**src/rtl/core/sparse_histogram_table_assert.svh**
```systemverilog
// Assertion macros used by the histogram table RTL.
`ifndef SPARSE_HISTOGRAM_TABLE_ASSERT_SVH
`define SPARSE_HISTOGRAM_TABLE_ASSERT_SVH

// Same-cycle implication, checked outside reset.
`define SHTAB_ASSERT_IMP(label, clk, rst, ante, cons, msg) \
  label: assert property (@(posedge clk) disable iff (rst) (ante) |-> (cons)) \
    else $error(msg);

// Next-cycle implication, checked outside reset.
`define SHTAB_ASSERT_NXT(label, clk, rst, ante, cons, msg) \
  label: assert property (@(posedge clk) disable iff (rst) (ante) |=> (cons)) \
    else $error(msg);

`endif

```
**src/rtl/core/shtab_pkg.sv**
```systemverilog
`default_nettype none

package shtab_pkg;

  // Widest count that any configuration uses, and the fixed width of the total.
  localparam int CNT_W  = 64;
  localparam int TOT_W  = 48;
  localparam int TSUM_W = CNT_W + 1;
  localparam logic [TOT_W-1:0] TOT_MAX = {TOT_W{1'b1}};

  // Request codes.
  localparam logic [1:0] REQ_LOOKUP = 2'd0;
  localparam logic [1:0] REQ_SET    = 2'd1;
  localparam logic [1:0] REQ_INC    = 2'd2;
  localparam logic [1:0] REQ_CLEAR  = 2'd3;

  // Status codes.
  localparam logic [1:0] ST_OK   = 2'd0;
  localparam logic [1:0] ST_FULL = 2'd1;
  localparam logic [1:0] ST_SAT  = 2'd2;

  typedef struct packed {
    logic [1:0]  req_type;
    logic [31:0] bin_id;
    logic [31:0] amount;
  } req_t;

  typedef struct packed {
    logic [31:0] bin_count;
    logic [47:0] total_count;
    logic [1:0]  status;
  } rsp_t;

  // Request token as it travels down the chain of cells.
  typedef struct packed {
    logic             active;
    logic [1:0]       req_type;
    logic [31:0]      bin_id;
    logic [31:0]      amount;
    logic             done;
    logic             sat;
    logic [CNT_W-1:0] old_cnt;
    logic [CNT_W-1:0] new_cnt;
  } tok_t;

endpackage

`default_nettype wire

```
**src/rtl/core/shtab_cell.sv**
```systemverilog
`default_nettype none

module shtab_cell import shtab_pkg::*; #(
  parameter int COUNT_BITS = 32
) (
  input  wire logic clk,
  input  wire logic rst,
  input  wire logic adv,
  input  wire tok_t tok_in,
  output tok_t      tok_out,
  output logic      vld
);

  localparam logic [CNT_W-1:0] CNT_MAX = {CNT_W{1'b1}} >> (CNT_W - COUNT_BITS);

  logic [31:0]           key;
  logic [COUNT_BITS-1:0] cnt;
  logic                  hit;
  logic                  take;
  logic                  upd;
  logic                  clr;
  logic [CNT_W-1:0]      old_val;
  logic [CNT_W-1:0]      amt_val;
  logic [TSUM_W-1:0]     inc_sum;
  logic [CNT_W-1:0]      nv;
  logic                  nv_sat;
  tok_t                  tok_next;

  // The token claims this cell on a key match, or on the first free cell,
  // since allocated cells always form a prefix of the chain.
  always_comb begin
    hit     = vld && (key == tok_in.bin_id);
    take    = tok_in.active && !tok_in.done && (tok_in.req_type != REQ_CLEAR) &&
              (hit || !vld);
    upd     = take && (tok_in.req_type != REQ_LOOKUP);
    clr     = tok_in.active && (tok_in.req_type == REQ_CLEAR);
    old_val = hit ? CNT_W'(cnt) : '0;
    amt_val = CNT_W'(tok_in.amount);
    inc_sum = TSUM_W'(old_val) + TSUM_W'(amt_val);
    nv      = old_val;
    nv_sat  = 1'b0;
    case (tok_in.req_type)
      REQ_SET: begin
        if (amt_val > CNT_MAX) begin
          nv     = CNT_MAX;
          nv_sat = 1'b1;
        end else begin
          nv = amt_val;
        end
      end
      REQ_INC: begin
        if (inc_sum > TSUM_W'(CNT_MAX)) begin
          nv     = CNT_MAX;
          nv_sat = 1'b1;
        end else begin
          nv = inc_sum[CNT_W-1:0];
        end
      end
      default: begin
        nv     = old_val;
        nv_sat = 1'b0;
      end
    endcase
    tok_next = tok_in;
    if (take) begin
      tok_next.done    = 1'b1;
      tok_next.old_cnt = old_val;
      tok_next.new_cnt = nv;
      tok_next.sat     = nv_sat;
    end
  end

  // Control: valid bit and the token register towards the next cell.
  always_ff @(posedge clk) begin
    if (rst) begin
      vld            <= 1'b0;
      tok_out.active <= 1'b0;
    end else if (adv) begin
      tok_out <= tok_next;
      if (upd) begin
        vld <= 1'b1;
      end
    end
  end

  // Payload: the bin identifier and its count.
  always_ff @(posedge clk) begin
    if (adv) begin
      if (upd) begin
        key <= tok_in.bin_id;
        cnt <= nv[COUNT_BITS-1:0];
      end else if (clr) begin
        cnt <= '0;
      end
    end
  end

endmodule

`default_nettype wire

```
**config.mk**
```make
export PLATFORM = sky130hd
export DESIGN_NAME = shtab_cell
export DESIGN_NICKNAME = d
export VERILOG_FILES = /design/src/rtl/core/sparse_histogram_table_assert.svh /design/src/rtl/core/shtab_pkg.sv /design/src/rtl/core/shtab_cell.sv
export SDC_FILE = /design/constraint.sdc
export NUM_CORES = 1
export LEC_CHECK = 0
export BUFFER_PORTS_ARGS = -buffer_cell sky130_fd_sc_hd__buf_2
export CAP_MARGIN = 20
export CELL_PAD_IN_SITES_DETAIL_PLACEMENT = 1
export CELL_PAD_IN_SITES_GLOBAL_PLACEMENT = 1
export CORE_UTILIZATION = 40
export DETAILED_ROUTE_END_ITERATION = 8
export PLACE_DENSITY_LB_ADDON = 0.1
export SETUP_SLACK_MARGIN = 0.05
export SLEW_MARGIN = 20
export SYNTH_ARGS = -nofsm -noshare
export SYNTH_HDL_FRONTEND = slang
export SYNTH_SLANG_ARGS = --single-unit
```
**constraint.sdc**
```tcl
create_clock -name clk -period 11.87 [get_ports clk]
set_input_delay 0.5935 -clock clk [delete_from_list [all_inputs] [get_ports clk]]
set_output_delay 0.5935 -clock clk [all_outputs]
set_load 0.005 [all_outputs]
```
-- Yosys cells after proc, flatten, opt, wreduce, memory -nomap -nowiden
Cells that the tools add are included.
- $lt $le $gt $ge: 1
- muxes and demuxes: 8
- bitwise logic cells: 1
- equal/unequal tests: 5
- $add $sub $neg: 1
- reduce and logical (&&, ||, !) cells: 14
- operators by type and width (cell ; number):
    129-bit two-way mux ; 1
    32-bit two-way mux ; 3
    33-bit one-hot mux with 2 select lines ; 1
    32-bit by 32-bit adder with 33-bit output ; 1
    33-bit by 32-bit > comparator with 1-bit output, second input constant ; 1
    33-bit two-way mux ; 1
    32-bit == test ; 1
    1-bit logical AND ; 6
    2-bit AND reduction ; 3
    2-bit == test, second input constant ; 2
    2-bit nonzero test ; 2
    2-bit by 1-bit == test with 1-bit output, second input constant ; 1
    1-bit zero test ; 2
    1-bit two-way mux ; 2
    2-bit != test, second input constant ; 1
    1-bit logical OR ; 1
    1-bit inverter ; 1
- bits of input ports: 200
- register bits after elaboration: 262
- logic and storage cells: 41
- output and inout port bits: 198

-- Longest topological paths before layout
- depth in word-level cells: 8
- gate-level depth with buffers: 19
- gate-level depth less buffers: 17

-- Least setup slack after synthesis
OpenSTA, ideal clock, no wires.
- kind: input port to flip-flop
- start: input rst
- end: register tok_out[0] in the netlist's numbering (enable)
- stages on the path: 1
- arrival time: 9.270 ns
- path slack: 1.818 ns
- buffers on the path: 0
- library setup time: 0.782 ns
- data required time: 11.088 ns
- path through: nor2b_1
- word-level cells in the longest chain between the ends: 2
- RTL lines (item ; RTL line ; text):
    from (decl) ; shtab_cell.sv:7 ; input wire logic rst,
    1-bit inverter (no line) ; n/a ;
    2-bit AND reduction (no line) ; n/a ;
    to (signal assigned) ; shtab_cell.sv:79 ; tok_out <= tok_next;
    to (decl) ; shtab_cell.sv:10 ; output tok_t tok_out,
No other way between the ends.
A chain may end at the register's enable or synchronous reset.

==> impl_summary.txt <==
----------------------------------------------------
[Outcome]
  Run status ... completed

[Setup path]
  Critical Setup Path Class ... flip-flop to flip-flop
  Largest incremental delay on the critical path ... about 0.60 ns
  Slowest stage cell, crit path ... sky130_fd_sc_hd__a21o_1
  Arrival time at the worst endpoint ... 6.13 ns
  Path depth of the worst reg2reg path ... 18
  Category of cells accounting for the largest share of critical-path delay ... simple AND/OR/NAND/NOR gates
  Crit end category ... flip-flop
  Logic depth of the worst path, buffers included ... 18
  Crit path cell chain ... xnor2_1 -> nand4_1 -> nor4_1 -> nand2_1 -> nor2_1 -> buf_4 -> and2_1 -> ha_1 -> inv_1 -> fa_1 -> nand2b_2 -> a211oi_1 -> o21ai_0 -> a21oi_1 -> o21ba_2 -> a21o_1 -> nor3_1 -> o31ai_1
  Worst path buffer plus inverter count ... 2
  CP max FO ... 33
  Critical path startpoint category ... flip-flop
  Crit path required time ... 12.25 ns

[Floorplanning]
  Die Height ... 179 um
  Cell Rows ... 64
  Die Width ... around 180 um
  Area inside the core boundary ... 30,700 um^2
  Effective utilization at floorplan ... approximately two fifths
  Total Die Area ... 32,000 um^2
  Boundary pin count ... 398

[Cells and area]
  Register Area ... roughly 7800 um^2
  Layout cells sized above 1 ... 33.2%
  Total area of multi-input combinational cells ... between 4000 and 5000 um^2
  Area delta synth->final ... 27.3%
  Core occupancy in the finished layout ... 51.9%
  Nets ... 1,626
  Fillers ... 3,309

[Clock tree]
  Clock latency of the later-clocked register in the worst-skew pair ... approximately 0.57 ns
  Number of buffers on the longest clock path ... 3
  Number of hold buffers added after cts ... 0
  Post-CTS Setup Repair Bufs ... 0
  Clock tree from TritonCTS ... yes
  Register clock-pin slew on the reported worst setup and hold paths ... 0.06 ns
  CTS root buf ... sky130_fd_sc_hd__clkbuf_16
  Number of clock sinks ... 262
  Clock buffer count from CTS ... 29
  Number of gates given a new drive strength after cts ... 0
  Number of levels the H-tree was split into ... 1

[Logic synthesis]
  Post-synth EDFFs ... 260
  Main area contributors after synthesis ... sky130_fd_sc_hd__edfxtp_1 62%, sky130_fd_sc_hd__and2_1 5.2%, sky130_fd_sc_hd__ha_1 3.6%
  Most used DFF post-synth ... sky130_fd_sc_hd__edfxtp_1
  Synth Register Bits ... 262
  Number of warnings reported in the yosys synthesis log ... 0
  Avg Cell Area, Syn ... 12.5 um^2
  Nets in the synthesized netlist ... 1,235
  Cell count after synthesis ... 998
  Fraction of post-synthesis cell area in the top cell type by area ... 62.4%
  Share of flip-flops with an asynchronous set or reset ... 0%
  Sequential element share of the synthesized area ... 62.7%
  Post-synthesis instance area ... 12,500 um^2
  Cell accounting for the most synthesized area ... sky130_fd_sc_hd__edfxtp_1
  Synth unique cells ... 66

[STA]
  Headroom to the max-slew limit ... a little under two fifths
  Worst-margin pin slew ... 0.944 ns
  Tmin final ... approximately 5.7 ns
  Final number of max-transition violations ... 0
  Maximum clock skew at final layout ... 0.00768 ns
  Final clock period utilization by the worst path ... 48.4%
  Total of endpoints with negative setup slack in the final report ... 0
  Setup TNS ... 0 ns
  Final hold vios ... 0
  Setup repair after global routing missed its margin ... false
  Fmax ... approximately 170 MHz

[Route]
  Number of nets with antenna violations after detailed routing ... 0
  Number of iterations in the first detailed-routing pass ... 5
  Overall routed net length ... 43,000 um
  Drt wl/cell ... 23.7 um
  Initial DRC Count ... 686
  DRC violations left ... 0
  Vias ... 9,889
  Vias per Instance ... about 5.5

[Pwr]
  Leakage Power ... around 6.4 nW
  Peak VDD IR ... roughly 0.10 mV
  Fraction of power spent switching nets ... 23.3%
  Power dissipated by switching net loads ... approximately 0.00052 W
  Total power density per cell area ... 141 nW/um^2
  Clk network pwr share ... between 40% and 50%
  Comb pwr share ... a little over a tenth
  Int Pwr ... 0.00172 W
  Portion of total power attributed to sequential cells ... 48.2%

[GRT]
  Global-route total usage across every layer ... 26.0%
  Pin count of the biggest net entering global routing ... 88
  Wire length of the first global-routing pass ... 61,800 um
  Initial antenna violation count ... 10
  Number of global-route vias before repair ... 9,935
  Leftover overflow at the end of global routing ... 0

[Run]
  Max-cap violation count ... 0

[Placed design]
  HPWL reported at the end of detailed placement ... 32,100 um
  Port Buffers ... 397
  Routability congestion estimate from global placement ... 0.895

[Worst hold path]
  Worst hold path stage count ... 1
  Min-delay worst type ... input port to flip-flop

----------------------------------------------------
## cell type report
| type | count | share of cell area (%) |
|---|---|---|
| Sequential cell | 262 | 49.3 |
| Multi-Input combinational cell | 674 | 27.9 |
| Timing Repair Buffer | 410 | 13.2 |
| Clock buffer | 35 | 4.70 |
| Tap cell | 396 | 3.11 |
| Clock inverter | 17 | 1.37 |
| Inverter | 12 | 0.283 |
| Antenna cell | 8 | 0.126 |
## worst register-to-register path, stage by stage (launching register included)
cell and delay, ns:
sky130_fd_sc_hd__edfxtp_1 0.39, sky130_fd_sc_hd__xnor2_1 0.17, sky130_fd_sc_hd__nand4_1 0.14, sky130_fd_sc_hd__nor4_1 0.46, sky130_fd_sc_hd__nand2_1 0.55, sky130_fd_sc_hd__nor2_1 0.24
sky130_fd_sc_hd__buf_4 0.36, sky130_fd_sc_hd__and2_1 0.24, sky130_fd_sc_hd__ha_1 0.21, sky130_fd_sc_hd__inv_1 0.07, sky130_fd_sc_hd__fa_1 0.40, sky130_fd_sc_hd__nand2b_2 0.21
sky130_fd_sc_hd__a211oi_1 0.27, sky130_fd_sc_hd__o21ai_0 0.20, sky130_fd_sc_hd__a21oi_1 0.31, sky130_fd_sc_hd__o21ba_2 0.25, sky130_fd_sc_hd__a21o_1 0.60, sky130_fd_sc_hd__nor3_1 0.19
sky130_fd_sc_hd__o31ai_1 0.30
## stage by stage
step           instances  total power, W  instance area [um^2]  worst slack [ns]  hold WS, ns
6_report            1814         0.00225                 15900              6.12        0.238
5_1_grt             1812         0.00232                 15900              5.70        0.216
4_1_cts             1805         0.00227                 15900              6.03        0.207
3_5_place_dp        1753         0.00134                 14900              5.77        0.481
3_3_place_gp        1753         0.00133                 14900              5.95        0.481
2_1_floorplan        998         0.00122                 12500              1.82        0.485
## logic make-up (layout without fill, tap and decap cells)
kind of cell             after synthesis  in the layout  synth area share, %
multiplexers                           6              6                0.520
XOR/XNOR                              58             58                 4.06
other                                  0              8                    0
flip-flops                           262            262                 62.7
AND/OR/NAND/NOR                      323            323                 13.0
adder cells (fa/ha/maj)               37             37                 3.76
AO/OA/AOI/OAI                        250            250                 14.0
buffers and inverters                 62            474                 1.96
## Yosys cell counts (all sizes together), types with 8 or more instances
master,instances
a31oi,10
o221ai,8
a221oi,9
nand4,12
nor2,47
inv,12
and2,105
xnor2,45
nor3,10
a22oi,22
ha,36
edfxtp,260
a22o,18
a21o,18
nand3,11
nand2,106
xor2,13
o21ai,59
a21oi,50
clkbuf,44
## power groups by stage
stage	logic, W	clock network [W]	registers, W
6_report	0.000237	0.000928	0.00109
5_1_grt	0.000259	0.000976	0.00109
4_1_cts	0.000237	0.000949	0.00109
3_5_place_dp	0.000235	0	0.00111
3_3_place_gp	0.000229	0	0.00110
2_1_floorplan	0.000104	0	0.00112
## flip-flops by register name, summed over array words and instances (netlist names)
signal	cells
key	32
vld	1
cnt	32
tok_out	197
## path summary, 6_finish.rpt
path / start / to / slack, ns
worst max-delay path: key[9]$_DFFE_PP_ / tok_out[28]$_DFFE_PP_ / 6.12
worst min-delay path: tok_in[189] / tok_out[189]$_DFFE_PP_ / 0.24
worst max register to register: key[9]$_DFFE_PP_ / tok_out[28]$_DFFE_PP_ / 6.12
worst min register to register: tok_out[196]$_SDFFE_PP0P_ / tok_out[196]$_SDFFE_PP0P_ / 0.49
## layer usage
metal / wire length [um] / vias up / GRT usage (%)
met5: 11 / - / 0
met3: 3190 / 71 / 5.41
met4: 1230 / 2 / 8.58
li1: - / 4555 / -
met1: 17700 / 4883 / 33.6
met2: 20900 / 378 / 43.1
## cells in the final DEF (no fill, tap or decap), drive strengths merged, types with 6 or more instances in the layout
cell	Yosys	layout
ha	36	36
xor2	13	13
diode	0	8
nor3	10	10
clkbuf	44	35
a21o	18	18
nor2	47	47
a31oi	10	10
edfxtp	260	260
o21ai	59	59
xnor2	45	45
nand2b	6	6
o221ai	8	8
nand2	106	106
nand4	12	12
and2	105	105
a21oi	50	50
a22oi	22	22
inv	12	13
clkinv	0	11
a221oi	9	9
buf	6	410
a22o	18	18
nand3	11	11
Power figures use the tool's default switching activity.
