===== config.mk =====
export PLATFORM = sky130hd
export DESIGN_NAME = shtab_tail
export DESIGN_NICKNAME = d
export VERILOG_FILES = /design/src/rtl/core/sparse_histogram_table_assert.svh /design/src/rtl/core/shtab_pkg.sv /design/src/rtl/core/shtab_tail.sv
export SDC_FILE = /design/constraint.sdc
export NUM_CORES = 1
export LEC_CHECK = 0
export BUFFER_PORTS_ARGS = -buffer_cell sky130_fd_sc_hd__clkbuf_2
export CAP_MARGIN = 20
export CORE_MARGIN = 2
export CORE_UTILIZATION = 52
export DETAILED_ROUTE_END_ITERATION = 8
export HOLD_SLACK_MARGIN = 0.06
export PLACE_DENSITY_LB_ADDON = 0.3
export SYNTH_ARGS = -nofsm -noshare
export SYNTH_HDL_FRONTEND = slang
export SYNTH_SLANG_ARGS = --single-unit

===== constraint.sdc =====
create_clock -name clk -period 10.5 [get_ports clk]
set_input_delay 1.05 -clock clk [delete_from_list [all_inputs] [get_ports clk]]
set_output_delay 1.05 -clock clk [all_outputs]
set_load 0.005 [all_outputs]

===== src/rtl/core/sparse_histogram_table_assert.svh =====
// Assertion macros used by the histogram table RTL.
`ifndef SPARSE_HISTOGRAM_TABLE_ASSERT_SVH
`define SPARSE_HISTOGRAM_TABLE_ASSERT_SVH

// Same-cycle implication, checked outside reset.
`define SHTAB_ASSERT_IMP(label, clk, rst, ante, cons, msg) \
  label: assert property (@(posedge clk) disable iff (rst) (ante) |-> (cons)) \
    else $error(msg);

// Next-cycle implication, checked outside reset.
`define SHTAB_ASSERT_NXT(label, clk, rst, ante, cons, msg) \
  label: assert property (@(posedge clk) disable iff (rst) (ante) |=> (cons)) \
    else $error(msg);

`endif


===== src/rtl/core/shtab_pkg.sv =====
`default_nettype none

package shtab_pkg;

  // Widest count that any configuration uses, and the fixed width of the total.
  localparam int CNT_W  = 64;
  localparam int TOT_W  = 48;
  localparam int TSUM_W = CNT_W + 1;
  localparam logic [TOT_W-1:0] TOT_MAX = {TOT_W{1'b1}};

  // Request codes.
  localparam logic [1:0] REQ_LOOKUP = 2'd0;
  localparam logic [1:0] REQ_SET    = 2'd1;
  localparam logic [1:0] REQ_INC    = 2'd2;
  localparam logic [1:0] REQ_CLEAR  = 2'd3;

  // Status codes.
  localparam logic [1:0] ST_OK   = 2'd0;
  localparam logic [1:0] ST_FULL = 2'd1;
  localparam logic [1:0] ST_SAT  = 2'd2;

  typedef struct packed {
    logic [1:0]  req_type;
    logic [31:0] bin_id;
    logic [31:0] amount;
  } req_t;

  typedef struct packed {
    logic [31:0] bin_count;
    logic [47:0] total_count;
    logic [1:0]  status;
  } rsp_t;

  // Request token as it travels down the chain of cells.
  typedef struct packed {
    logic             active;
    logic [1:0]       req_type;
    logic [31:0]      bin_id;
    logic [31:0]      amount;
    logic             done;
    logic             sat;
    logic [CNT_W-1:0] old_cnt;
    logic [CNT_W-1:0] new_cnt;
  } tok_t;

endpackage

`default_nettype wire


===== src/rtl/core/shtab_tail.sv =====
`default_nettype none

module shtab_tail import shtab_pkg::*; (
  input  wire logic clk,
  input  wire logic rst,
  input  wire tok_t tok_in,
  input  wire logic rsp_stall,
  output logic      adv,
  output logic      rsp_valid,
  output rsp_t      rsp
);

  logic [TOT_W-1:0]  total;
  logic [TOT_W-1:0]  total_next;
  logic [TOT_W-1:0]  base;
  logic [CNT_W-1:0]  delta;
  logic [TSUM_W-1:0] sum;
  logic              tot_sat;
  logic [TOT_W-1:0]  tot_upd;
  rsp_t              rsp_next;

  // The whole chain moves whenever the output register is free or being taken.
  assign adv = !rsp_valid || !rsp_stall;

  // Running total update: a set first removes the old count (clamped at zero),
  // then the stored change is added with saturation.
  always_comb begin
    base  = total;
    delta = tok_in.new_cnt - tok_in.old_cnt;
    if (tok_in.req_type == REQ_SET) begin
      base  = (tok_in.old_cnt > CNT_W'(total)) ? '0 : total - tok_in.old_cnt[TOT_W-1:0];
      delta = tok_in.new_cnt;
    end
    sum     = TSUM_W'(base) + TSUM_W'(delta);
    tot_sat = sum > TSUM_W'(TOT_MAX);
    tot_upd = tot_sat ? TOT_MAX : sum[TOT_W-1:0];

    total_next         = total;
    rsp_next.bin_count = tok_in.new_cnt[31:0];
    rsp_next.status    = ST_OK;
    case (tok_in.req_type)
      REQ_CLEAR: begin
        total_next         = '0;
        rsp_next.bin_count = '0;
      end
      REQ_SET, REQ_INC: begin
        if (!tok_in.done) begin
          rsp_next.bin_count = '0;
          rsp_next.status    = ST_FULL;
        end else begin
          total_next = tot_upd;
          if (tok_in.sat || tot_sat) begin
            rsp_next.status = ST_SAT;
          end
        end
      end
      default: begin
        total_next = total;
      end
    endcase
    rsp_next.total_count = total_next;
  end

  // Control: running total and output valid.
  always_ff @(posedge clk) begin
    if (rst) begin
      rsp_valid <= 1'b0;
      total     <= '0;
    end else if (adv) begin
      rsp_valid <= tok_in.active;
      if (tok_in.active) begin
        total <= total_next;
      end
    end
  end

  // Payload: output register.
  always_ff @(posedge clk) begin
    if (adv && tok_in.active) begin
      rsp <= rsp_next;
    end
  end

endmodule

`default_nettype wire


==> Word-level counts from Yosys, hierarchy flattened <==
Cells that the tools add are included.
{ "word_totals": {"regBits": 131, "input_bits": 200, "output_inout_bits": 84, "wordCells": 32} }
{ "op_classes": {"addsub": 3, "n_lt_le_gt_ge": 2, "eq_ne": 3, "mux": 10, "reduce_logical": 8} }
{ "op_table": {"columns": ["op", "count"], "rows": [
  ["$mux W48", 4],
  ["$pmux W48 S2", 1],
  ["$add A48 B64 Y65", 1],
  ["$gt A65 B48 Y1 const B", 1],
  ["$gt A64 B48 Y1", 1],
  ["$mux W64", 1],
  ["$pmux W32 S2", 1],
  ["$sub A64 B64 Y64", 1],
  ["$sub A48 B48 Y48", 1],
  ["$mux W32", 1],
  ["$eq A2 B2 Y1 const B", 2],
  ["$reduce_and A2 Y1", 2],
  ["$eq A2 B1 Y1 const B", 1],
  ["$logic_not A1 Y1", 2],
  ["$logic_or A1 B1 Y1", 2],
  ["$mux W2", 1],
  ["$reduce_or A2 Y1", 1],
  ["$logic_and A1 B1 Y1", 1],
  ["$mux W1", 1]
]} }

==> Logic depth before layout (Yosys ltp) <==
Gate-level depths: netlist (run 1).
{ "logic_depth": {"ltp_word": 8, "depth_mapped": 36, "depth_no_buf": 33} }

==> Worst setup path after synthesis (run 1) <==
OpenSTA, ideal clock, no wires.
{ "synth_timing": {"path_type": "input to register", "from": "in tok_in[65] in the netlist's numbering", "to": "reg rsp[3] in the netlist's numbering (data pin)", "setup_time_ns": 0.259, "arrival_time_ns": 7.352, "t_required_ns": 10.241, "setup_slack_ns": 2.889, "path_stages": 35, "path_buffers": 3, "path_cell_list": "inv_1 > ha_1 > nor2b_1 > o21a_1 > o21a_1 > o21a_1 > o21a_1 > o21a_1 > o21ai_0 > nand2b_1 > a221oi_1 > nor2_1 > nor4_1 > a311oi_1 > clkbuf_1 > o22ai_1 > ha_1 > inv_1 > fa_1 > nor2b_1 > o31a_1 > o21ai_0 > o211ai_1 > o2111ai_1 > o221a_2 > a22oi_1 > nand3_1 > a2111oi_0 > o22ai_1 > a221oi_1 > and4_1 > buf_6 > a21oi_4 > buf_6 > a211o_1"} }
{ "synth_lines": {"columns": ["element", "line", "text"], "rows": [
  ["from (decl)", "shtab_tail.sv:6", "input wire tok_t tok_in,"],
  ["to (signal assigned)", "shtab_tail.sv:80", "rsp <= rsp_next;"],
  ["to (decl)", "shtab_tail.sv:10", "output rsp_t rsp"]
]} }

==> impl_metrics.ini, run 1 <==
[floorplan]
starting_density_pct = 53.1
pin_count = 284
fp.dieW_um = 184
placement_rows = 65
die_height_um = 184
dieArea_um2 = 33800
core_region_area_um2 = 31700

[synthesis]
synth.yosys.warnings = 0
postSynthCellCount = 2118
postSynthAreaPerCell_um2 = 7.95
share_of_synthesized_area_occupied_by_flip_flops_and_latches_pct = 20.5
synthesized_net_count = 2529
synth_top_flop_cell = sky130_fd_sc_hd__edfxtp_1
synth_cell_type_count = 87
synth-edff-count = 82
yosys_register_bits = 131
synth-async-reset-ratio_pct = 0
synth_area_um2 = 16800

[clock_network]
ctsHoldBuffers = 0
clock_tree.buffer_depth = 2
clock_sink_count = 131
post_cts_resized = 0
tritoncts_clock_tree = done
cts_post_setup_buffers_inserted = 0
clock_latency_ns = 0.45
cts.root.buffer_cell = sky130_fd_sc_hd__clkbuf_16
h_tree_levels = 4
cts_made_buffers = 17
cts.clk_slew.worst_paths_ns = 0.06

[hold_path]
holdCritPathClass = flop to flop

[sta]
setup_violations = 0
final-hold-violation-count = 0
period_share_pct = 91.2
worst_clock_skew_ns = 0.0154
fmax_ghz = 0.104
worst_slew_margin_rel_pct = 29.1
slew_viol_final = 0
finalHoldWorstSlack_ns = 0.496
worst_slew_pin_slew_ns = 1.06
final_period_minus_worst_setup_slack_ns = 9.58
setup_total_negative_slack_ns = 0
setup_repair_after_global_routing_missed_its_margin = false

[global_routing]
vias_in_the_first_global_route = 16200
track_usage_pct = 33.5
grt_first_pass_wirelength_um = 88700
global_route.overflow_total = 0
initial_antenna_violation_count = 0
grt_max_degree = 79

[critical_path]
origin_of_the_worst_setup_path = tok_in[65]
end_kind = flop
criticalPathCategory = input port to flop
worst_path_required_ns = 10.68
rrSetupSlack_ns = 1.38
worstRegToRegCells = 31
critical_path.endpoint = rsp[34]
worstPathArrival_ns = 9.76
critical_path.slowest_cell = sky130_fd_sc_hd__nor4_1
critical-path-top-cell-by-count = sky130_fd_sc_hd__o21a_1
timing.rr.start = total[1]
critical-path-max-stage-delay_ns = 0.63
capture_point_of_the_worst_reg_to_reg_path = rsp[34]
critPathMaxFanout = 40
worstSetupStartpointType = input port

[run]
timing.max_cap.violations = 0

[power]
swShare_pct = 40.5
seq_power_share_pct = 27.6
vdd.ir_drop.worst_mv = 0.130
power.internal_w = 0.00138
switchingPower_w = 0.000938
power.combinational.fraction_pct = 46.9
clock_power_share_pct = 25.6
power_leakage_nw = 8.48
powerDensity_nw_per_um2 = 124

[finish]
layout.nets = 2686
syn_to_final_growth_pct = 11.0
drive_gt1_share_pct = 13.6
insertedDiodeCount = 0
filler_cell_count = 2970

[place]
post-dp-hpwl_um = 46400
gp_routability_congestion = 1.00
numPortBuffers = 219

[routing]
detailedRoute.firstIterationViolations = 1576
via_count = 17200
route.detailed.vias_per_inst = 6.41
drt-total-wl_um = 57700
drt_first_pass_iters = 6
remaining_drc_errors = 0
drt-wirelength-per-cell_um = 21.5
antenna_violating_nets_post_route = 0

[status]
status = finished, final reports clean
## power groups by stage
stage	Clock [W]	Combinational (W)	Sequential [W]
6_report	0.000592	0.00109	0.000638
5_1_grt	0.000616	0.00118	0.000643
4_1_cts	0.000596	0.00106	0.000637
3_5_place_dp	0	0.00105	0.000647
3_3_place_gp	0	0.00103	0.000646
2_1_floorplan	0	0.000763	0.000642
## Yosys cell counts (all sizes together), types with 57 or more instances
master	n	area [um2]
a21o	77	578
a21oi	196	1030
a221o	91	911
clkbuf	57	216
edfxtp	82	2460
ha	208	2600
inv	169	634
nand2	190	713
nor2	107	402
o21ai	160	805
xnor2	82	718
xor2	57	499
## state kept, by name, summed over array words and instances (netlist names)
signal and flops:
total 48, rsp 82, rsp_valid 1
## routing by layer
metal	up-vias	GRT usage [%]	routed length, um	part of all wire [%]
li1	8185	-	-	-
met5	-	0	0	0
met2	740	55.7	26600	46
met4	0	13.2	2080	3.6
met1	8216	44.7	25400	44
met3	105	3.57	3640	6.3
## through the flow
stage                     utilization (%)  setup slack [ns]  total power, W  area, um2  cells
after floorplan                         -              2.89         0.00141      16800   2118
after global placement               57.0             0.808         0.00168      18100   2656
after detailed placement             57.1             0.585         0.00170      18100   2657
after CTS                            58.8              1.01         0.00229      18700   2689
after global routing                 58.9             0.325         0.00244      18700   2690
final                                58.9             0.925         0.00232      18700   2690
## critical path: cells and delay by family
kind                       cells  cell delay (ns)
buffers and inverters          4             0.87
and+or+nand+nor                6             1.55
adders and majority gates      2             0.65
AOI/OAI and AO/OA             21             5.59
## layout by cell type, fill, tap and decap left out, types with 16 or more instances in the layout
cell type	count
sky130_fd_sc_hd__clkbuf_2	219
sky130_fd_sc_hd__ha_1	207
sky130_fd_sc_hd__nand2_1	190
sky130_fd_sc_hd__a21oi_1	187
sky130_fd_sc_hd__inv_1	168
sky130_fd_sc_hd__o21ai_0	152
sky130_fd_sc_hd__nor2_1	105
sky130_fd_sc_hd__a221o_1	91
sky130_fd_sc_hd__xnor2_1	82
sky130_fd_sc_hd__edfxtp_1	82
sky130_fd_sc_hd__a21o_1	77
sky130_fd_sc_hd__xor2_1	57
sky130_fd_sc_hd__nor2b_1	55
sky130_fd_sc_hd__o22ai_1	51
sky130_fd_sc_hd__dfxtp_1	49
sky130_fd_sc_hd__nand4_1	47
sky130_fd_sc_hd__nand3_1	41
sky130_fd_sc_hd__o21bai_1	37
sky130_fd_sc_hd__nor3_1	32
sky130_fd_sc_hd__o21a_1	27
sky130_fd_sc_hd__nand2b_1	22
sky130_fd_sc_hd__a211oi_1	18
sky130_fd_sc_hd__clkbuf_16	17
sky130_fd_sc_hd__and2_1	16
## kinds of logic after synthesis
logic type                 after synthesis  synth area share [%]
AOI/OAI and AO/OA                      777                  31.8
and+or+nand+nor                        581                  17.1
buffers and inverters                  267                  6.93
adders and majority gates              211                  15.8
xor gates and xnor gates               139                  7.23
DFF                                    131                  20.5
muxes                                   12                 0.743
## layout make-up
cell class	instances	area (um2)	area share, %
tap	402	503	2.69
sequential	131	3440	18.4
timing repair buffer	235	1260	6.72
inverter	170	639	3.42
multi-input combinational	1720	12300	65.7
clock buffer	21	450	2.41
clock inverter	11	111	0.596
## worst min-delay path by stage
stage / start / end / cells past startpoint
after floorplan: total[47] / total[47] / 2
after global placement: total[47] / total[47] / 2
after detailed placement: total[47] / total[47] / 2
after CTS: total[47] / total[47] / 2
after global routing: total[47] / total[47] / 2
final: total[47] / total[47] / 2
Power figures use the tool's default switching activity.
==> run 2: changes to the inputs <==
--- a/config.mk
+++ b/config.mk
@@ -7,7 +7,7 @@
 export LEC_CHECK = 0
 export BUFFER_PORTS_ARGS = -buffer_cell sky130_fd_sc_hd__clkbuf_2
 export CAP_MARGIN = 20
-export CORE_MARGIN = 2
+export CORE_MARGIN = 4
 export CORE_UTILIZATION = 52
 export DETAILED_ROUTE_END_ITERATION = 8
 export HOLD_SLACK_MARGIN = 0.06
==> run 2 against run 1 <==
Net effect:
- combinational power barely moved
- design area rose by 0.15%
- clock skew rose by 0.0026 ns
- routed wire length fell by 1.2%
- die area rose by 4.4%
- critical path depth rose by 2
- sequential share of layout area barely moved
- worst hold slack got worse by 0.0072 ns
- flip-flop and latch count did not move
- clock-buffer cell count rose by 1
- highest routed layer unchanged
==> impl_metrics.ini, run 2 (synthesized netlist as in run 1, its figures left out) <==
[clock_network]
tritoncts_clock_tree = done
cts_post_setup_buffers_inserted = 0
post_cts_resized = 0
clock_latency_ns = 0.46
clock_sink_count = 131
ctsHoldBuffers = 0
h_tree_levels = 4
cts.clk_slew.worst_paths_ns = 0.06
cts_made_buffers = 17
clock_tree.buffer_depth = 2
cts.root.buffer_cell = sky130_fd_sc_hd__clkbuf_16

[finish]
largest_register_ff_count = 82
max_flop_register = rsp
drive_gt1_share_pct = 13.7
syn_to_final_growth_pct = 11.2
largestRegisters = rsp (82), total (48), rsp_valid (1)
layout.nets = 2687
final_util_pct = 59.0
layout_commonest_cell = sky130_fd_sc_hd__clkbuf_2
insertedDiodeCount = 0
mostFrequentLayoutCells = 219 x sky130_fd_sc_hd__clkbuf_2, 207 x sky130_fd_sc_hd__ha_1, 190 x sky130_fd_sc_hd__nand2_1
filler_cell_count = 2988

[floorplan]
core_region_area_um2 = 31700
starting_density_pct = 53.1
dieArea_um2 = 35300
pin_count = 284
fp.dieW_um = 188
placement_rows = 65
die_height_um = 188

[place]
post-dp-hpwl_um = 46000
gp_routability_congestion = 1.00
numPortBuffers = 219

[sta]
worst_slew_margin_rel_pct = 30.6
setup_violations = 0
slew_viol_final = 0
fmax_ghz = 0.108
setup_total_negative_slack_ns = 0
setup_repair_after_global_routing_missed_its_margin = false
worst_slew_pin_slew_ns = 1.04
period_share_pct = 88.3
finalHoldWorstSlack_ns = 0.489
worst_clock_skew_ns = 0.0180
final_period_minus_worst_setup_slack_ns = 9.27
final-hold-violation-count = 0

[critical_path]
end_kind = flop
worst_path_required_ns = 10.68
worstSetupStartpointType = input port
timing.rr.start = total[1]
criticalPathCategory = input port to flop
critPathMaxFanout = 23
critical-path-top-cell-by-count = sky130_fd_sc_hd__o21a_1
capture_point_of_the_worst_reg_to_reg_path = rsp[34]
worstRegToRegCells = 33
critical-path-max-stage-delay_ns = 0.53
worstPathArrival_ns = 9.45
rrSetupSlack_ns = 1.65
critical_path.slowest_cell = sky130_fd_sc_hd__a221oi_1

[power]
vdd.ir_drop.worst_mv = 0.133
powerDensity_nw_per_um2 = 124
power_leakage_nw = 8.48

[run]
timing.max_cap.violations = 0

[hold_path]
whs_path_depth = 2
worst_hold_startpoint = total[47]
holdCritPathClass = flop to flop
worst_hold_path.endpoint = total[47]

[global_routing]
track_usage_pct = 30.9
vias_in_the_first_global_route = 16100
initial_antenna_violation_count = 0
global_route.overflow_total = 0
grt_first_pass_wirelength_um = 87900
grt_max_degree = 93

[routing]
antenna_violating_nets_post_route = 0
drt-wirelength-per-cell_um = 21.2
remaining_drc_errors = 0
route.detailed.vias_per_inst = 6.37
drt-total-wl_um = 57000
detailedRoute.firstIterationViolations = 1558
via_count = 17100
drt_first_pass_iters = 5

[status]
status = finished, final reports clean
## run 2: changes by cell type in the layout (fill, tap and decap cells not counted), sizes merged
cell,delta
buf,+1
inv,+1
clkbuf,+1
clkinvlp,+2
clkinv,-4
## run 2: cell type report
| class | count | area, um2 | share of cell area, % |
|---|---|---|---|
| well taps | 402 | 503 | 2.69 |
| clock buffers | 22 | 465 | 2.49 |
| repair buffers | 236 | 1260 | 6.71 |
| clock inverters | 10 | 125 | 0.668 |
| flip-flops and latches | 131 | 3440 | 18.4 |
| multi-input cells | 1720 | 12300 | 65.6 |
| inverters | 170 | 639 | 3.42 |
## run 2: metal layers
layer | routed length [um] | global-route usage (%) | vias up
met5 | 0 | 0 | -
met4 | 1270 | 8.92 | 0
met3 | 3610 | 3.67 | 70
met2 | 26900 | 52.7 | 685
met1 | 25300 | 41.5 | 8177
li1 | - | - | 8207
## run 2: metrics by stage
step | power [W] | cells | setup WS (ns) | cell area [um2]
global placement | 0.00168 | 2657 | 1.06 | 18100
detailed placement | 0.00170 | 2658 | 0.939 | 18100
floorplan | 0.00141 | 2118 | 2.89 | 16800
finish | 0.00232 | 2691 | 1.23 | 18700
global route | 0.00245 | 2691 | 0.725 | 18700
CTS | 0.00231 | 2690 | 1.31 | 18700
## run 2: how the worst max path moves through the flow
stage               startpoint       to
finish              tok_in[65]  rsp[34]
global route        tok_in[65]  rsp[33]
CTS                 tok_in[65]  rsp[34]
detailed placement  tok_in[65]  rsp[34]
global placement    tok_in[65]  rsp[35]
floorplan           tok_in[65]   rsp[3]
## run 2: critical path, delay by kind of cell
family	cells	cell delay [ns]
buffers and inverters	5	0.79
and+or+nand+nor	7	1.35
adders and majority gates	3	1.00
AOI/OAI and AO/OA	20	5.21
## run 2: power breakdown
part / leakage [nW] / switching, W / internal (W)
clock: 0.272 / 0.000245 / 0.000365
combinational: 6.99 / 0.000660 / 0.000418
sequential: 1.22 / 0.0000307 / 0.000606
total: 8.48 / 0.000935 / 0.00139
==> run 3: changes to the inputs <==
--- a/config.mk
+++ b/config.mk
@@ -8,7 +8,7 @@
 export BUFFER_PORTS_ARGS = -buffer_cell sky130_fd_sc_hd__clkbuf_2
 export CAP_MARGIN = 20
 export CORE_MARGIN = 4
-export CORE_UTILIZATION = 52
+export CORE_UTILIZATION = 40
 export DETAILED_ROUTE_END_ITERATION = 8
 export HOLD_SLACK_MARGIN = 0.06
 export PLACE_DENSITY_LB_ADDON = 0.3
==> run 3 against run 2 <==
Net effect:
- final cell count increased by 4.8%
- clock skew increased by 0.0019 ns
- combinational power about the same
- utilization decreased by 13 points
- critical endpoint is now rsp[37]
- via count decreased by 0.76%
- first-iteration DRC count increased by 6.7%
- sequential power about the same
- critical path depth decreased by 3
- die area increased by 29%
- design area increased by 0.58%
==> impl_metrics.ini, run 3 (synthesized netlist as in run 1, its figures left out) <==
[sta]
worst_slew_margin_rel_pct = 32.3
fmax_ghz = 0.106
timing.final.ws_setup_ns = 1.03
setup_violations = 0
worst_clock_skew_ns = 0.0199
worst_slew_pin_slew_ns = 1.02
slew_viol_final = 0
finalHoldWorstSlack_ns = 0.502
final-hold-violation-count = 0
period_share_pct = 90.2
setup_total_negative_slack_ns = 0
final_period_minus_worst_setup_slack_ns = 9.47
setup_repair_after_global_routing_missed_its_margin = false

[power]
switchingPower_w = 0.000968
swShare_pct = 41.6
clock_power_share_pct = 26.3
power.combinational.fraction_pct = 46.2
power_leakage_nw = 8.47
power.internal_w = 0.00136
total_power_w = 0.00233
seq_power_share_pct = 27.5
vdd.ir_drop.worst_mv = 0.124
powerDensity_nw_per_um2 = 124

[global_routing]
track_usage_pct = 25.2
global_route.overflow_total = 0
vias_in_the_first_global_route = 16200
grt_first_pass_wirelength_um = 90100
initial_antenna_violation_count = 0
grt_max_degree = 73

[clock_network]
post_cts_resized = 0
clock_sink_count = 131
clock_tree.buffer_depth = 2
clock_latency_ns = 0.44
cts.clk_slew.worst_paths_ns = 0.07
cts.root.buffer_cell = sky130_fd_sc_hd__clkbuf_16
ctsHoldBuffers = 0
cts_post_setup_buffers_inserted = 0
h_tree_levels = 4
cts_made_buffers = 17
tritoncts_clock_tree = done

[hold_path]
holdCritPathClass = flop to flop
whs_path_depth = 2

[critical_path]
end_kind = flop
critical_path.slowest_cell = sky130_fd_sc_hd__a21oi_4
worstPathArrival_ns = 9.75
criticalPathCategory = input port to flop
critPathMaxFanout = 40
worstRegToRegCells = 30
worstSetupStartpointType = input port
worst_path_required_ns = 10.78
critical-path-max-stage-delay_ns = 0.70
critical-path-top-cell-by-count = sky130_fd_sc_hd__o21a_1

[place]
numPortBuffers = 219
post-dp-hpwl_um = 48200
gp_routability_congestion = 0.987
dp_worst_setup_slack_ns = 0.729

[routing]
drt-total-wl_um = 59800
remaining_drc_errors = 0
antenna_violating_nets_post_route = 0
highest-signal-layer = met4
wl_met3_um = 3700
detailedRoute.firstIterationViolations = 1663
met2RoutedLength_um = 28600
route.detailed.vias_per_inst = 6.03
via_count = 17000
drt_first_pass_iters = 6
drt-wirelength-per-cell_um = 21.2
m1WireLength_um = 25700

[floorplan]
starting_density_pct = 40.9
core_region_area_um2 = 41200
die_height_um = 213
fp.dieW_um = 213
dieArea_um2 = 45400
pin_count = 284
placement_rows = 74

[finish]
largestRegisters = rsp (82), total (48), rsp_valid (1)
filler_cell_count = 4164
largest_register_ff_count = 82
max_flop_register = rsp
syn_to_final_growth_pct = 11.8
insertedDiodeCount = 0
drive_gt1_share_pct = 13.8
mostFrequentLayoutCells = 219 x sky130_fd_sc_hd__clkbuf_2, 207 x sky130_fd_sc_hd__ha_1, 190 x sky130_fd_sc_hd__nand2_1
layout.nets = 2685
layout_commonest_cell = sky130_fd_sc_hd__clkbuf_2

[status]
status = finished, final reports clean

[run]
timing.max_cap.violations = 0
-- run 3: per-stage QoR --
| step | util, % | cell area (um2) | std cells |
|---|---|---|---|
| 5_1_grt | 45.7 | 18800 | 2819 |
| 2_1_floorplan | - | 16800 | 2118 |
| 3_3_place_gp | 44.3 | 18200 | 2787 |
| 4_1_cts | 45.7 | 18800 | 2819 |
| 6_report | 45.7 | 18800 | 2819 |
| 3_5_place_dp | 44.3 | 18200 | 2787 |
-- run 3: cell type report --
| cell class | instances | area [um2] | area share (%) |
|---|---|---|---|
| inverter | 170 | 639 | 3.40 |
| clock inverter | 12 | 105 | 0.558 |
| multi-input combinational | 1720 | 12300 | 65.3 |
| timing repair buffer | 234 | 1210 | 6.42 |
| tap | 532 | 666 | 3.54 |
| sequential | 131 | 3440 | 18.3 |
| clock buffer | 20 | 479 | 2.55 |
-- run 3: routing by layer --
metal | up-vias | track usage, %
li1 | 8171 | -
met4 | 0 | 7.99
met1 | 8118 | 33.3
met2 | 637 | 43.3
met5 | - | 0
met3 | 82 | 2.48
-- run 3: worst paths after layout --
path                             endpoint  startpoint  slack, ns
worst max-delay path              rsp[37]  tok_in[65]       1.03
worst min-delay path            total[47]   total[47]       0.50
worst max register to register    rsp[37]    total[1]       1.44
worst min register to register  total[47]   total[47]       0.50
-- run 3: critical path: cells and delay by family --
| kind | cells | cell delay (ns) |
|---|---|---|
| buffers and inverters | 4 | 1.03 |
| multiplexers | 1 | 0.14 |
| adder cells (fa/ha/maj) | 2 | 0.59 |
| AND/OR/NAND/NOR | 10 | 2.54 |
| AO/OA/AOI/OAI | 15 | 4.37 |
-- run 3: power groups by stage --
stage | Combinational, W | Clock [W] | Sequential (W)
floorplan | 0.000763 | 0 | 0.000642
CTS | 0.00106 | 0.000621 | 0.000639
global route | 0.00118 | 0.000640 | 0.000643
global placement | 0.00104 | 0 | 0.000649
detailed placement | 0.00106 | 0 | 0.000650
finish | 0.00108 | 0.000613 | 0.000639
